<file path="src/hw/rtl/nns_dot.sv">
// Pipelined three-term dot product unit shared by every table entry of a query.
module nns_dot #(
  parameter int CB = 16,
  parameter int TW = 10
) (
  input  logic                 clk,
  input  logic                 rst,
  input  logic                 in_vld,
  input  logic [TW-1:0]        in_tag,
  input  logic signed [CB-1:0] qx,
  input  logic signed [CB-1:0] qy,
  input  logic signed [CB-1:0] qz,
  input  logic signed [CB-1:0] ex,
  input  logic signed [CB-1:0] ey,
  input  logic signed [CB-1:0] ez,
  output logic                 sum_vld,
  output logic [TW-1:0]        sum_tag,
  output logic signed [2*CB+1:0] sum,
  output logic                 busy
);

  logic                   vld1;
  logic [TW-1:0]          tag1;
  logic signed [2*CB-1:0] p0;
  logic signed [2*CB-1:0] p1;
  logic signed [2*CB-1:0] p2;

  always_ff @(posedge clk) begin
    if (rst) begin
      vld1    <= 1'b0;
      sum_vld <= 1'b0;
    end else begin
      vld1    <= in_vld;
      sum_vld <= vld1;
    end
  end

  always_ff @(posedge clk) begin
    tag1    <= in_tag;
    p0      <= qx * ex;
    p1      <= qy * ey;
    p2      <= qz * ez;
    sum_tag <= tag1;
    sum     <= (2*CB+2)'(p0) + (2*CB+2)'(p1) + (2*CB+2)'(p2);
  end

  assign busy = vld1 | sum_vld;

endmodule

</file>
<file path="config.mk">
export PLATFORM = sky130hd
export DESIGN_NAME = nns_dot
export DESIGN_NICKNAME = d
export VERILOG_FILES = /design/src/hw/rtl/nns_dot.sv
export SDC_FILE = /design/constraint.sdc
export NUM_CORES = 2
export LEC_CHECK = 0
export ABC_AREA = 1
export BUFFER_PORTS_ARGS = -buffer_cell sky130_fd_sc_hd__buf_4
export CORE_UTILIZATION = 35
export CTS_BUF_LIST = sky130_fd_sc_hd__clkbuf_8 sky130_fd_sc_hd__clkbuf_16
export DETAILED_ROUTE_END_ITERATION = 12
export GPL_TIMING_DRIVEN = 0
export SLEW_MARGIN = 25
export SYNTH_ARGS = -nofsm -noshare
export SYNTH_HDL_FRONTEND = slang
export SYNTH_SLANG_ARGS = --single-unit
</file>
<file path="constraint.sdc">
create_clock -name clk -period 13.8 [get_ports clk]
set_clock_uncertainty 0.15 [all_clocks]
set_input_delay 2.07 -clock clk [delete_from_list [all_inputs] [get_ports clk]]
set_output_delay 2.07 -clock clk [all_outputs]
set_load 0.005 [all_outputs]
</file>
; ---- After elaboration in Yosys (flattened, before gate mapping)
; Cells that the tools add are included.
[classes]
add_sub_neg = 2
n_mul = 3
bitwise_logic = 1
[ops]
columns = cell, count
row1 = $mul 16x16->32, 3
row2 = $add 33x32->34, 1
row3 = $add 32x32->33, 1
row4 = $or 1x1->1, 1
[totals]
ff_bits = 152
output_inout_bits = 46
elab_cells = 14

; ---- Longest topological paths before layout
[logic_depth]
ltp_word = 2
ltp_mapped = 27
mapped_depth_nobuf = 26

; ---- Least setup slack after synthesis
; No wires, ideal clock.
[synth_timing]
path_kind = input to register
start = input port ez[5]
end = register p2[31]
setup_time_ps = 113
arrival_ps = 7088
setup_slack_ps = 6449
path_stages = 24
n_path_buf = 2
path_cell_list = clkbuf_1 -> clkbuf_1 -> nand2_1 -> fa_1 -> inv_1 -> fa_1 -> inv_1 -> fa_1 -> inv_1 -> fa_1 -> inv_1 -> fa_1 -> inv_1 -> fa_1 -> ha_1 -> nand2_1 -> nor2_1 -> nand3_1 -> nor3_1 -> nand2_1 -> inv_1 -> nor2_1 -> nand2_1 -> nand2_1
[synth_between]
elab_chain_len = 1
[synth_rtl]
columns = element, line
row1 = "start, declared", 15  ; input logic signed [CB-1:0] ez,
row2 = $mul 16x16->32, 42  ; p2 <= qz * ez;
row3 = "end signal, assigned", 42
row4 = "end, declared", 26  ; logic signed [2*CB-1:0] p2;
; Every way passes these cells.
; A chain may end at the register's enable or synchronous reset.

; ---- Worst setup path in the final report
[layout_timing]
start = input port ez[5]
end = register p2[30]
; The elaborated chain is that of the path after synthesis.

==> results.py <==
metrics = {
    "grt": {
        "grt-ovfl-total": 0,
        "grt_pass1_vias": 31400,
        "grt_antenna_before_repair": 0,
        "grt_pass1_wl_um": 169000,
        "grt_usage_pct": 19.4,
        "grt_max_degree": 17,
    },
    "sta": {
        "slew_violations": 0,
        "setup_violations": 0,
        "relSlewSlack_pct": 44.8,
        "hold_viol_final": 0,
        "timing.final.crit_period_ns": 8.20,
        "fmax_mhz": 122,
        "tightestPinTransition_ns": 0.828,
        "setup-tns-final_ns": 0,
        "grt_setup_unrepaired": "no",
        "finalCritPeriodShare_pct": 59.4,
    },
    "layout": {
        "drive_gt1_share_pct": 3.17,
        "num-fill-cells": 11300,
        "syn_to_final_growth_pct": 7.95,
        "num-nets-final": 6339,
        "antenna_cells": 0,
    },
    "synthesis": {
        "ys_seq_elements": 152,
        "netlist_area_sq_mm": 0.0384,
        "syn_nets": 6238,
        "synth_cells": 5032,
        "ys_seq_area_share_pct": 7.93,
        "syn_avg_cell_area_sq_um": 7.63,
        "yosysWarnings": 0,
        "yosysUniqueCellTypes": 33,
    },
    "setup_path": {
        "end_kind": "flip-flop",
        "cp_max_fo": 10,
        "cp.arrival_ns": 8.37,
        "required_ns": 13.97,
        "path_class": "in2reg",
        "start_kind": "primary input",
    },
    "floorplanning": {
        "die_y_um": 333,
        "io_pins": 155,
        "die_x_um": 333,
        "die-area_sq_mm": 0.111,
        "rows": 121,
        "core_area_sq_mm": 0.109,
        "start_util_pct": 35.3,
    },
    "hold_path": {
        "hold_path_class": "reg2reg",
    },
    "placed_design": {
        "io_buffers": 82,
        "hpwl_um": 92700,
        "globalplace.congestion": 0.937,
    },
    "detailed_routing": {
        "via_per_inst": 4.65,
        "drc": 0,
        "vias": 30500,
        "first_pass_iters": 6,
        "drtIter0Drc": 1764,
        "wire_per_inst_um": 16.0,
        "antenna_left": 0,
        "wl_um": 105000,
    },
    "outcome": {
        "status": "finished, final reports clean",
    },
    "flow_run": {
        "max_cap_viol_count": 0,
    },
    "cts": {
        "post_cts_resized": 0,
        "cts_hold_buf": 0,
        "clk_pin_slew_worst_paths_ns": 0.06,
        "numCtsBuffers": 17,
        "htreeDepth": 4,
        "clk_latency_ns": 0.43,
        "cts_tree": "done",
        "cts_buffer_depth": 2,
        "cts_setup_buffers": 0,
        "cts_sinks": 152,
        "cts_root_buffer": "clkbuf_16",
    },
}
-- kinds of logic after synthesis --
kind of cell | count (synthesis) | synth area share (%)
AND/OR/NAND/NOR | 1859 | 19.7
buffers and inverters | 1677 | 16.4
adder cells (fa/ha/maj) | 1097 | 51.8
AO/OA/AOI/OAI | 168 | 2.42
flip-flops | 152 | 7.93
XOR/XNOR | 79 | 1.80
-- per-layer routing --
layer / global-route usage [%] / wire length [um] / vias to the layer above
li1: - / - / 14400
met1: 27.5 / 48600 / 15100
met2: 31.6 / 48600 / 861
met3: 2.65 / 6350 / 96
met4: 3.44 / 1790 / 0
met5: 0 / 0 / -
-- critical path, stage by stage --
cell and delay (ns):
clkbuf_1 0.40, clkbuf_1 0.61, nand2_1 0.23, fa_1 0.57, inv_1 0.08, fa_1 0.62, inv_1 0.20, fa_1 0.60
inv_1 0.10, fa_1 0.48, inv_1 0.05, fa_1 0.47, inv_1 0.05, fa_1 0.51, ha_1 0.40, a21oi_1 0.26
a21boi_0 0.23, nand2_1 0.08, a21oi_1 0.16, nand2_1 0.07, nand2_1 0.06, nand2_1 0.04
-- cell type report --
type	instances	area, sq um	area share, %
plain buffers	168	631	1.52
well taps	1414	1770	4.27
multi-input cells	3203	29000	70.1
clock inverters	13	214	0.516
repair buffers	82	616	1.49
inverters	1509	5660	13.7
flip-flops and latches	152	3040	7.34
clock buffers	19	453	1.09
-- layout by cell type (no fill, tap or decap), types with 68 or more instances in the layout --
master and n:
inv_1 1509, buf_4 82, nand3_1 149, nand2_1 1409, xor2_1 68, nor2_1 171, fa_1 819, clkbuf_1 165
dfxtp_1 152, a21oi_1 102, ha_1 278
-- cell usage after synthesis --
cell / instances / share of area, %
nor3_1: 30 / 0.39
nand3b_1: 9 / 0.18
or2_2: 20 / 0.33
xnor2_1: 11 / 0.25
and2_1: 2 / 0.033
nand2_4: 4 / 0.12
inv_1: 1508 / 15
nor4_1: 1 / 0.016
nand4_1: 40 / 0.65
a21oi_1: 102 / 1.3
o21ai_1: 1 / 0.013
nand3_1: 149 / 1.9
nor2_2: 4 / 0.065
nand2_2: 6 / 0.098
dfxtp_1: 152 / 7.9
fa_1: 819 / 43
a21boi_0: 2 / 0.039
nor2_1: 171 / 1.7
a21o_1: 6 / 0.12
a31oi_1: 1 / 0.016
nor4_2: 2 / 0.065
nand2_1: 1409 / 14
a21o_2: 1 / 0.023
nand3_2: 2 / 0.052
clkbuf_1: 165 / 1.6
xor2_1: 68 / 1.6
ha_1: 278 / 9.1
nor3_2: 7 / 0.18
o21ai_0: 30 / 0.39
inv_2: 1 / 0.0098
o21bai_1: 25 / 0.49
buf_1: 3 / 0.029
nor2_4: 3 / 0.088
-- through the flow --
| step | util [%] | setup slack [ns] | hold slack (ns) | std cells | cell area, sq um |
|---|---|---|---|---|---|
| after detailed placement | 37.4 | 5.26 | 0.163 | 6528 | 40800 |
| after global placement | 37.4 | 5.28 | 0.161 | 6528 | 40800 |
| after global routing | 38.1 | 5.30 | 0.183 | 6560 | 41400 |
| after CTS | 38.1 | 5.71 | 0.175 | 6560 | 41400 |
| final | 38.1 | 5.60 | 0.175 | 6560 | 41400 |
| after floorplan | - | 6.45 | 0.160 | 5032 | 38400 |
-- final timing paths --
check / cells past startpoint / slack (ns) / start / endpoint
worst max register to register: 12 / 10.89 / p0[0]$_DFF_P_ / sum[17]$_DFF_P_
worst min register to register: 0 / 0.18 / tag1[1]$_DFF_P_ / sum_tag[1]$_DFF_P_
worst max-delay path: 22 / 5.60 / ez[5] / p2[30]$_DFF_P_
worst min-delay path: 0 / 0.18 / tag1[1]$_DFF_P_ / sum_tag[1]$_DFF_P_
-- sequential cells by signal, indices dropped and copies added, names as in the netlist --
signal   cells
p2          32
sum         34
sum_vld      1
tag1        10
vld1         1
p0          32
p1          32
sum_tag     10
Power is not shown: default switching activity piles up to over one toggle a cycle in this logic, so the estimate is an artifact.
